### src/rtl/hsv_pkg.sv
package hsv_pkg;

    localparam int HSV_CW = 8;
    localparam int HSV_PW = 2 * HSV_CW;
    localparam int HSV_YW = 3 * HSV_CW;
    localparam int HSV_RECIP_W = 25;
    localparam int HSV_RECIP_SHIFT = 40;
    localparam int HSV_SCALED_W = 11;

    localparam logic [HSV_CW-1:0] HSV_FULL = 8'd255;
    localparam logic [HSV_PW-1:0] HSV_FULL_SQ = 16'd65025;
    localparam logic [HSV_RECIP_W-1:0] HSV_RECIP = 25'd16909061;

    typedef enum logic [2:0] {
        SEC_RY = 3'd0,
        SEC_YG = 3'd1,
        SEC_GC = 3'd2,
        SEC_CB = 3'd3,
        SEC_BM = 3'd4,
        SEC_MR = 3'd5
    } hsv_sector_t;

    typedef struct packed {
        hsv_sector_t       sector;
        logic [HSV_CW-1:0] frac;
        logic [HSV_CW-1:0] sat;
        logic [HSV_CW-1:0] val;
        logic [HSV_CW-1:0] alpha;
    } hsv_s1_t;

    typedef struct packed {
        hsv_sector_t       sector;
        logic [HSV_CW-1:0] val;
        logic [HSV_CW-1:0] alpha;
        logic [HSV_CW-1:0] p;
        logic [HSV_CW-1:0] q;
        logic [HSV_CW-1:0] t;
    } hsv_s4_t;

    function automatic logic [HSV_CW-1:0] hsv_div255(input logic [HSV_PW-1:0] x);
        logic [HSV_PW:0] sum;
        sum = {1'b0, x} + {{(HSV_CW+1){1'b0}}, x[HSV_PW-1:HSV_CW]} + 17'd1;
        return sum[HSV_PW-1:HSV_CW];
    endfunction

endpackage

### src/rtl/hsv_if.sv
interface hsv_in_if;
    logic       valid;
    logic       ready;
    logic [7:0] hue;
    logic [7:0] saturation;
    logic [7:0] brightness;
    logic [7:0] alpha_in;

    modport source (output valid, output hue, output saturation, output brightness,
                    output alpha_in, input ready);
    modport sink (input valid, input hue, input saturation, input brightness,
                  input alpha_in, output ready);
endinterface

interface hsv_out_if;
    logic       valid;
    logic       ready;
    logic [7:0] red;
    logic [7:0] green;
    logic [7:0] blue;
    logic [7:0] alpha_out;

    modport source (output valid, output red, output green, output blue,
                    output alpha_out, input ready);
    modport sink (input valid, input red, input green, input blue,
                  input alpha_out, output ready);
endinterface

### src/rtl/hsv_sector.sv
module hsv_sector (
    input  logic                clk,
    input  logic                rst_n,
    input  logic                en,
    input  logic                in_valid,
    input  logic [7:0]          hue,
    input  logic [7:0]          sat,
    input  logic [7:0]          val,
    input  logic [7:0]          alpha,
    output logic                out_valid,
    output hsv_pkg::hsv_s1_t    out_data
);
    import hsv_pkg::*;

    logic [HSV_SCALED_W-1:0] scaled;
    logic [HSV_SCALED_W-1:0] base;
    logic [2:0]              sec;
    logic                    valid_reg;
    hsv_s1_t                 data_reg;
    hsv_s1_t                 data_next;

    always_comb
    begin
        scaled = {{(HSV_SCALED_W-HSV_CW){1'b0}}, hue} * 11'd6;
        sec    = 3'd0;
        base   = '0;
        for (int k = 1; k <= 6; k++)
        begin
            if (scaled >= HSV_SCALED_W'(k * 255))
            begin
                sec  = 3'(k);
                base = HSV_SCALED_W'(k * 255);
            end
        end
        if (sec == 3'd6)
        begin
            sec = 3'(SEC_RY);
        end
        data_next.sector = hsv_sector_t'(sec);
        data_next.frac   = HSV_CW'(scaled - base);
        data_next.sat    = sat;
        data_next.val    = val;
        data_next.alpha  = alpha;
    end

    always_ff @(posedge clk or negedge rst_n)
    begin
        if (!rst_n)
        begin
            valid_reg <= 1'b0;
        end
        else if (en)
        begin
            valid_reg <= in_valid;
        end
    end

    always_ff @(posedge clk)
    begin
        if (en)
        begin
            data_reg <= data_next;
        end
    end

    assign out_valid = valid_reg;
    assign out_data  = data_reg;

    a_frac_range: assert property (@(posedge clk) disable iff (!rst_n)
        valid_reg |-> (data_reg.frac != HSV_FULL))
        else $error("fraction reached full scale");

endmodule

### src/rtl/hsv_scale.sv
module hsv_scale (
    input  logic                clk,
    input  logic                rst_n,
    input  logic                en,
    input  logic                in_valid,
    input  hsv_pkg::hsv_s1_t    in_data,
    output logic                out_valid,
    output hsv_pkg::hsv_s4_t    out_data
);
    import hsv_pkg::*;

    localparam int PROD_W = HSV_YW + HSV_RECIP_W;

    logic [2:0]          valid_reg;

    hsv_sector_t         sec2_reg;
    logic [HSV_CW-1:0]   val2_reg;
    logic [HSV_CW-1:0]   alpha2_reg;
    logic [HSV_PW-1:0]   mq2_reg;
    logic [HSV_PW-1:0]   mt2_reg;
    logic [HSV_PW-1:0]   pn2_reg;

    hsv_sector_t         sec3_reg;
    logic [HSV_CW-1:0]   val3_reg;
    logic [HSV_CW-1:0]   alpha3_reg;
    logic [HSV_CW-1:0]   p3_reg;
    logic [HSV_YW-1:0]   yq3_reg;
    logic [HSV_YW-1:0]   yt3_reg;

    hsv_s4_t             data4_reg;

    logic [HSV_CW-1:0]   cofrac;
    logic [HSV_CW-1:0]   cosat;
    logic [HSV_PW-1:0]   mq_next;
    logic [HSV_PW-1:0]   mt_next;
    logic [HSV_PW-1:0]   pn_next;
    logic [HSV_YW-1:0]   yq_next;
    logic [HSV_YW-1:0]   yt_next;
    logic [PROD_W-1:0]   prod_q;
    logic [PROD_W-1:0]   prod_t;

    always_comb
    begin
        cofrac  = HSV_FULL - in_data.frac;
        cosat   = HSV_FULL - in_data.sat;
        mq_next = {{HSV_CW{1'b0}}, in_data.sat} * {{HSV_CW{1'b0}}, in_data.frac};
        mt_next = {{HSV_CW{1'b0}}, in_data.sat} * {{HSV_CW{1'b0}}, cofrac};
        pn_next = {{HSV_CW{1'b0}}, in_data.val} * {{HSV_CW{1'b0}}, cosat};
        yq_next = {{HSV_PW{1'b0}}, val2_reg} * {{HSV_CW{1'b0}}, HSV_FULL_SQ - mq2_reg};
        yt_next = {{HSV_PW{1'b0}}, val2_reg} * {{HSV_CW{1'b0}}, HSV_FULL_SQ - mt2_reg};
        prod_q  = {{HSV_RECIP_W{1'b0}}, yq3_reg} * {{HSV_YW{1'b0}}, HSV_RECIP};
        prod_t  = {{HSV_RECIP_W{1'b0}}, yt3_reg} * {{HSV_YW{1'b0}}, HSV_RECIP};
    end

    always_ff @(posedge clk or negedge rst_n)
    begin
        if (!rst_n)
        begin
            valid_reg <= '0;
        end
        else if (en)
        begin
            valid_reg <= {valid_reg[1:0], in_valid};
        end
    end

    always_ff @(posedge clk)
    begin
        if (en)
        begin
            sec2_reg   <= in_data.sector;
            val2_reg   <= in_data.val;
            alpha2_reg <= in_data.alpha;
            mq2_reg    <= mq_next;
            mt2_reg    <= mt_next;
            pn2_reg    <= pn_next;

            sec3_reg   <= sec2_reg;
            val3_reg   <= val2_reg;
            alpha3_reg <= alpha2_reg;
            p3_reg     <= hsv_div255(pn2_reg);
            yq3_reg    <= yq_next;
            yt3_reg    <= yt_next;

            data4_reg.sector <= sec3_reg;
            data4_reg.val    <= val3_reg;
            data4_reg.alpha  <= alpha3_reg;
            data4_reg.p      <= p3_reg;
            data4_reg.q      <= prod_q[HSV_RECIP_SHIFT +: HSV_CW];
            data4_reg.t      <= prod_t[HSV_RECIP_SHIFT +: HSV_CW];
        end
    end

    assign out_valid = valid_reg[2];
    assign out_data  = data4_reg;

    a_levels_bounded: assert property (@(posedge clk) disable iff (!rst_n)
        valid_reg[2] |-> (data4_reg.p <= data4_reg.val && data4_reg.q <= data4_reg.val
                          && data4_reg.t <= data4_reg.val))
        else $error("scaled level above brightness");

endmodule

### src/rtl/hsv_to_rgb_pixel_core.sv
// HSV to RGB pixel converter: accepts one pixel per clock on pix_in while pix_out is not
// stalled and delivers the matching red, green, blue and unchanged alpha on pix_out,
// in order. Hue 0..255 spans a full turn in six sectors; zero saturation
// gives grey at the brightness level. All five register stages share one advance
// signal, so backpressure on pix_out stalls the whole pipeline and pix_in.ready drops
// only while a result is waiting and pix_out.ready is low.
module hsv_to_rgb_pixel_core (
    input  logic       clk,
    input  logic       rst_n,
    hsv_in_if.sink     pix_in,
    hsv_out_if.source  pix_out
);
    import hsv_pkg::*;

    logic        adv;
    logic        s1_valid;
    hsv_s1_t     s1_data;
    logic        s4_valid;
    hsv_s4_t     s4_data;

    logic        out_valid_reg;
    logic [7:0]  red_reg;
    logic [7:0]  green_reg;
    logic [7:0]  blue_reg;
    logic [7:0]  alpha_reg;
    logic [7:0]  red_next;
    logic [7:0]  green_next;
    logic [7:0]  blue_next;

    assign adv          = !out_valid_reg || pix_out.ready;
    assign pix_in.ready = adv;

    hsv_sector u_sector (
        .clk       (clk),
        .rst_n     (rst_n),
        .en        (adv),
        .in_valid  (pix_in.valid),
        .hue       (pix_in.hue),
        .sat       (pix_in.saturation),
        .val       (pix_in.brightness),
        .alpha     (pix_in.alpha_in),
        .out_valid (s1_valid),
        .out_data  (s1_data)
    );

    hsv_scale u_scale (
        .clk       (clk),
        .rst_n     (rst_n),
        .en        (adv),
        .in_valid  (s1_valid),
        .in_data   (s1_data),
        .out_valid (s4_valid),
        .out_data  (s4_data)
    );

    always_comb
    begin
        case (s4_data.sector)
            SEC_RY:
            begin
                red_next = s4_data.val; green_next = s4_data.t;   blue_next = s4_data.p;
            end
            SEC_YG:
            begin
                red_next = s4_data.q;   green_next = s4_data.val; blue_next = s4_data.p;
            end
            SEC_GC:
            begin
                red_next = s4_data.p;   green_next = s4_data.val; blue_next = s4_data.t;
            end
            SEC_CB:
            begin
                red_next = s4_data.p;   green_next = s4_data.q;   blue_next = s4_data.val;
            end
            SEC_BM:
            begin
                red_next = s4_data.t;   green_next = s4_data.p;   blue_next = s4_data.val;
            end
            default:
            begin
                red_next = s4_data.val; green_next = s4_data.p;   blue_next = s4_data.q;
            end
        endcase
    end

    always_ff @(posedge clk or negedge rst_n)
    begin
        if (!rst_n)
        begin
            out_valid_reg <= 1'b0;
        end
        else if (adv)
        begin
            out_valid_reg <= s4_valid;
        end
    end

    always_ff @(posedge clk)
    begin
        if (adv)
        begin
            red_reg   <= red_next;
            green_reg <= green_next;
            blue_reg  <= blue_next;
            alpha_reg <= s4_data.alpha;
        end
    end

    assign pix_out.valid     = out_valid_reg;
    assign pix_out.red       = red_reg;
    assign pix_out.green     = green_reg;
    assign pix_out.blue      = blue_reg;
    assign pix_out.alpha_out = alpha_reg;

    a_drain_to_output: assert property (@(posedge clk) disable iff (!rst_n)
        (s4_valid && adv) |=> out_valid_reg)
        else $error("finished pixel lost before output stage");

    a_stall_freezes_pipe: assert property (@(posedge clk) disable iff (!rst_n)
        !adv |=> ($stable(s1_valid) && $stable(s4_valid) && $stable(s4_data)))
        else $error("pipeline moved during stall");

    a_result_held: assert property (@(posedge clk) disable iff (!rst_n)
        (out_valid_reg && !pix_out.ready) |=> (out_valid_reg
            && $stable({red_reg, green_reg, blue_reg, alpha_reg})))
        else $error("waiting result changed before acceptance");

endmodule

### src/flat_wrapper.sv
// flat-port wrapper written by rule: the top's interface ports become plain ports
module hsv_to_rgb_pixel_core_flat import hsv_pkg::*;
  (clk, rst_n, pix_in_valid, pix_in_hue, pix_in_saturation, pix_in_brightness, pix_in_alpha_in, pix_in_ready, pix_out_valid, pix_out_red, pix_out_green, pix_out_blue, pix_out_alpha_out, pix_out_ready);
  hsv_in_if pix_in_i ();
  hsv_out_if pix_out_i ();
  input  logic clk;
  input  logic rst_n;
  input wire logic [$bits(pix_in_i.valid)-1:0] pix_in_valid;
  input wire logic [$bits(pix_in_i.hue)-1:0] pix_in_hue;
  input wire logic [$bits(pix_in_i.saturation)-1:0] pix_in_saturation;
  input wire logic [$bits(pix_in_i.brightness)-1:0] pix_in_brightness;
  input wire logic [$bits(pix_in_i.alpha_in)-1:0] pix_in_alpha_in;
  output wire logic [$bits(pix_in_i.ready)-1:0] pix_in_ready;
  output wire logic [$bits(pix_out_i.valid)-1:0] pix_out_valid;
  output wire logic [$bits(pix_out_i.red)-1:0] pix_out_red;
  output wire logic [$bits(pix_out_i.green)-1:0] pix_out_green;
  output wire logic [$bits(pix_out_i.blue)-1:0] pix_out_blue;
  output wire logic [$bits(pix_out_i.alpha_out)-1:0] pix_out_alpha_out;
  input wire logic [$bits(pix_out_i.ready)-1:0] pix_out_ready;
  assign pix_in_i.valid = pix_in_valid;
  assign pix_in_i.hue = pix_in_hue;
  assign pix_in_i.saturation = pix_in_saturation;
  assign pix_in_i.brightness = pix_in_brightness;
  assign pix_in_i.alpha_in = pix_in_alpha_in;
  assign pix_in_ready = pix_in_i.ready;
  assign pix_out_valid = pix_out_i.valid;
  assign pix_out_red = pix_out_i.red;
  assign pix_out_green = pix_out_i.green;
  assign pix_out_blue = pix_out_i.blue;
  assign pix_out_alpha_out = pix_out_i.alpha_out;
  assign pix_out_i.ready = pix_out_ready;
  hsv_to_rgb_pixel_core u_core (.clk(clk), .rst_n(rst_n), .pix_in(pix_in_i), .pix_out(pix_out_i));
endmodule
### config.mk
export PLATFORM = sky130hd
export DESIGN_NAME = hsv_to_rgb_pixel_core_flat
export DESIGN_NICKNAME = d
export VERILOG_FILES = /design/src/rtl/hsv_pkg.sv /design/src/rtl/hsv_if.sv /design/src/rtl/hsv_sector.sv /design/src/rtl/hsv_scale.sv /design/src/rtl/hsv_to_rgb_pixel_core.sv /design/src/flat_wrapper.sv
export SDC_FILE = /design/constraint.sdc
export NUM_CORES = 2
export LEC_CHECK = 0
export ABC_AREA = 1
export BUFFER_PORTS_ARGS = -buffer_cell sky130_fd_sc_hd__buf_2
export CAP_MARGIN = 20
export CORE_ASPECT_RATIO = 0.6
export CORE_MARGIN = 5
export CORE_UTILIZATION = 50
export CTS_CLUSTER_SIZE = 16
export DETAILED_ROUTE_END_ITERATION = 7
export PLACE_DENSITY = 0.66
export SLEW_MARGIN = 20
export SYNTH_ARGS = -nofsm -noshare
export SYNTH_HDL_FRONTEND = slang
export SYNTH_HIERARCHICAL = 1
export SYNTH_SLANG_ARGS = --single-unit
### constraint.sdc
create_clock -name clk -period 21.1 [get_ports clk]
set_input_delay 4.22 -clock clk [delete_from_list [all_inputs] [get_ports clk]]
set_output_delay 4.22 -clock clk [all_outputs]
set_load 0.03 [all_outputs]
==> impl_metrics.env <==
export IMPL_cts_sinks=257
export IMPL_die_x_microns=366
export IMPL_final_hold_violation_count=0
export IMPL_core_sq_um=75400
export IMPL_ys_ff_latch=257
export IMPL_numPortBuffers=69
export IMPL_post_dp_hpwl_microns=75000
export IMPL_clock_latency_ns=0.57
export IMPL_fin_crit_ns=9.23
export IMPL_cts_hold_buffers=0
export IMPL_die_h_microns=224
export IMPL_routed_wl_microns=91000
export IMPL_fillers=7015
export IMPL_slew_violations=0
export IMPL_areaGrowthSynthToFinish_pct=5.99
export IMPL_cts_buffer_depth=3
export IMPL_antenna_found_initial=0
export IMPL_initial_utilization_pct=50.4
export IMPL_cts_resized=0
export IMPL_dieArea_sq_um=81800
export IMPL_first_pass_iters=5
export IMPL_drive_above_1_share_pct=4.34
export IMPL_synth_cell_area_sq_um=38000
export IMPL_slew_headroom_pct=29.2
export IMPL_required_ns=16.88
export IMPL_finalSetupTns_ns=0
export IMPL_diodes=0
export IMPL_period_share_pct=43.7
export IMPL_cts_buffers=25
export IMPL_largest_reg_flops=43
export IMPL_critPathLaunch="pix_out_ready"
export IMPL_gr_usage_all_layers_pct=22.4
export IMPL_ctsHtreeMaxLevel=1
export IMPL_io_pins=70
export IMPL_vias=28948
export IMPL_post_cts_buffers=0
export IMPL_synth_edff_count=252
export IMPL_utilization_pct=53.4
export IMPL_rr_startpoint="u_core/u_scale/mt2_reg[1]$_DFFE_PP_"
export IMPL_cts_tree="yes"
export IMPL_crit_end="pix_in_ready"
export IMPL_grt_pass1_vias=27959
export IMPL_cap_violations=0
export IMPL_place_gp_congestion=0.944
export IMPL_detail_route_drc_violations=0
export IMPL_antenna_left=0
export IMPL_clkTransAtPathRegs_ns=0.07
export IMPL_rsz0062_at_grt="no"
export IMPL_fmax_ghz=0.108
export IMPL_dpl_cell_count=5632
export IMPL_r2r_end="u_core/u_scale/yt3_reg[23]$_DFFE_PP_"
export IMPL_grt_overflow_total=0
export IMPL_holdWs_ns=0.411
export IMPL_synthCells=4617
export IMPL_run_status="complete, no violations"
export IMPL_routedWlPerCell_microns=16.0
export IMPL_drtIter0Drc=2482
export IMPL_start_kind="input pin"
export IMPL_yosysSeqAreaShare_pct=20.2
export IMPL_final_nets=5751
export IMPL_synthFlopType="edfxtp_1"
export IMPL_arrival_ns=5.01
export IMPL_synthDistinctLibCells=61
export IMPL_criticalPathCategory="input pin to output port"
export IMPL_clockRootBuffer="clkbuf_16"
export IMPL_rr_worst_depth=27
export IMPL_rows=78
export IMPL_skew_ns=0.0327
export IMPL_hp_class="register to register"
export IMPL_setup_viol=0
export IMPL_crit_fanout=30
export IMPL_r2r_setup_slack_ns=15.24
export IMPL_via_per_inst=5.10
export IMPL_syn_nets=5709
export IMPL_grt_pass1_wl_microns=149000
export IMPL_end_kind="output port"
export IMPL_grt_max_degree=163
export IMPL_yosysWarningCount=6
export IMPL_ys_async_sr_fraction_pct=1.95
export IMPL_instances_no_fill=5676
export IMPL_worst_pin_slew_ns=1.06
export IMPL_syn_avg_cell_area_sq_um=8.24
==> area by class of cell <==
cell class	instances	area (sq um)	area share (%)
clock inverters	16	210	0.522
flip-flops and latches	257	7690	19.1
inverters	1075	4040	10.0
repair buffers	78	425	1.06
well taps	1000	1250	3.10
clock buffers	28	647	1.60
multi-input cells	3222	26000	64.6
==> per-layer routing <==
metal | wire length, microns | up-vias | part of all wire, % | track usage (%)
met3 | 7710 | 84 | 8.5 | 4.23
li1 | - | 14387 | - | -
met2 | 34400 | 934 | 38 | 30.7
met5 | 0 | - | 0 | 0
met1 | 47600 | 13543 | 52 | 37.1
met4 | 1350 | 0 | 1.5 | 3.22
==> how the worst min path moves through the flow <==
stage	cells after the start	to	start	slack, ns
after detailed placement	0	u_core/pix_out.alpha_out[0]$_DFFE_PP_	u_core/u_scale/out_data[24]$_DFFE_PP_	0.40
after CTS	0	u_core/pix_out.alpha_out[1]$_DFFE_PP_	u_core/u_scale/out_data[25]$_DFFE_PP_	0.41
final	0	u_core/pix_out.alpha_out[1]$_DFFE_PP_	u_core/u_scale/out_data[25]$_DFFE_PP_	0.41
after floorplan	0	u_core/pix_out.alpha_out[0]$_DFFE_PP_	u_core/u_scale/out_data[24]$_DFFE_PP_	0.40
after global placement	0	u_core/u_scale/alpha2_reg[2]$_DFFE_PP_	u_core/u_sector/out_data[2]$_DFFE_PP_	0.40
after global routing	0	u_core/u_scale/alpha3_reg[1]$_DFFE_PP_	u_core/u_scale/alpha2_reg[1]$_DFFE_PP_	0.42
==> stage by stage <==
step                      setup slack [ns]  cell area (sq um)
after detailed placement             11.86              39400
after global routing                 11.82              40300
after CTS                            11.86              40300
final                                11.87              40300
after global placement               11.86              39400
after floorplan                       7.03              38000
==> cells by family (layout without fill, tap and decap cells) <==
family	count (synthesis)	count (layout)	synth area share [%]
flip-flops	257	257	20.2
XOR/XNOR	82	82	2.07
buffers and inverters	1138	1197	11.3
multiplexers	2	2	0.0592
adder cells (fa/ha/maj)	1056	1056	42.6
AND/OR/NAND/NOR	1813	1813	19.8
AO/OA/AOI/OAI	269	269	3.94
==> worst max-delay path: stages <==
cell     delay [ns]
buf_2          0.08
inv_1          0.05
nand2_4        0.34
buf_2          0.29
==> synth_stat cells, types with 30 or more instances <==
library cell  number  area [sq um]
fa_1             398          7970
nand3_1          161           806
nor2_1           518          1940
edfxtp_1         252          7570
o21ai_0           70           350
nand4_1           49           307
nor3_1            30           150
ha_1             658          8230
nand2_1          971          3640
clkbuf_1          54           203
xor2_1            46           403
a21oi_1          137           686
xnor2_1           30           263
inv_1           1060          3980
==> cells in the final DEF (no fill, tap or decap), drive strengths merged, types with 3 or more instances in the layout <==
master	count
edfxtp	252
a21oi	139
nand3	168
o21ai	82
xnor2	34
ha	658
nor3	33
clkinvlp	3
fa	398
nor2	530
dfrtp	5
o21bai	12
o21a	8
nand2	995
nand4	50
bufinv	4
or2	15
nor4	4
clkbuf	28
buf	78
inv	1074
xor2	48
a21o	11
and2	3
nand3b	13
a211oi	4
clkinv	10
a21boi	6
Power is left out: the tool's default activity adds up to more than one toggle a clock period on the data nets, which glitch-free logic cannot reach.
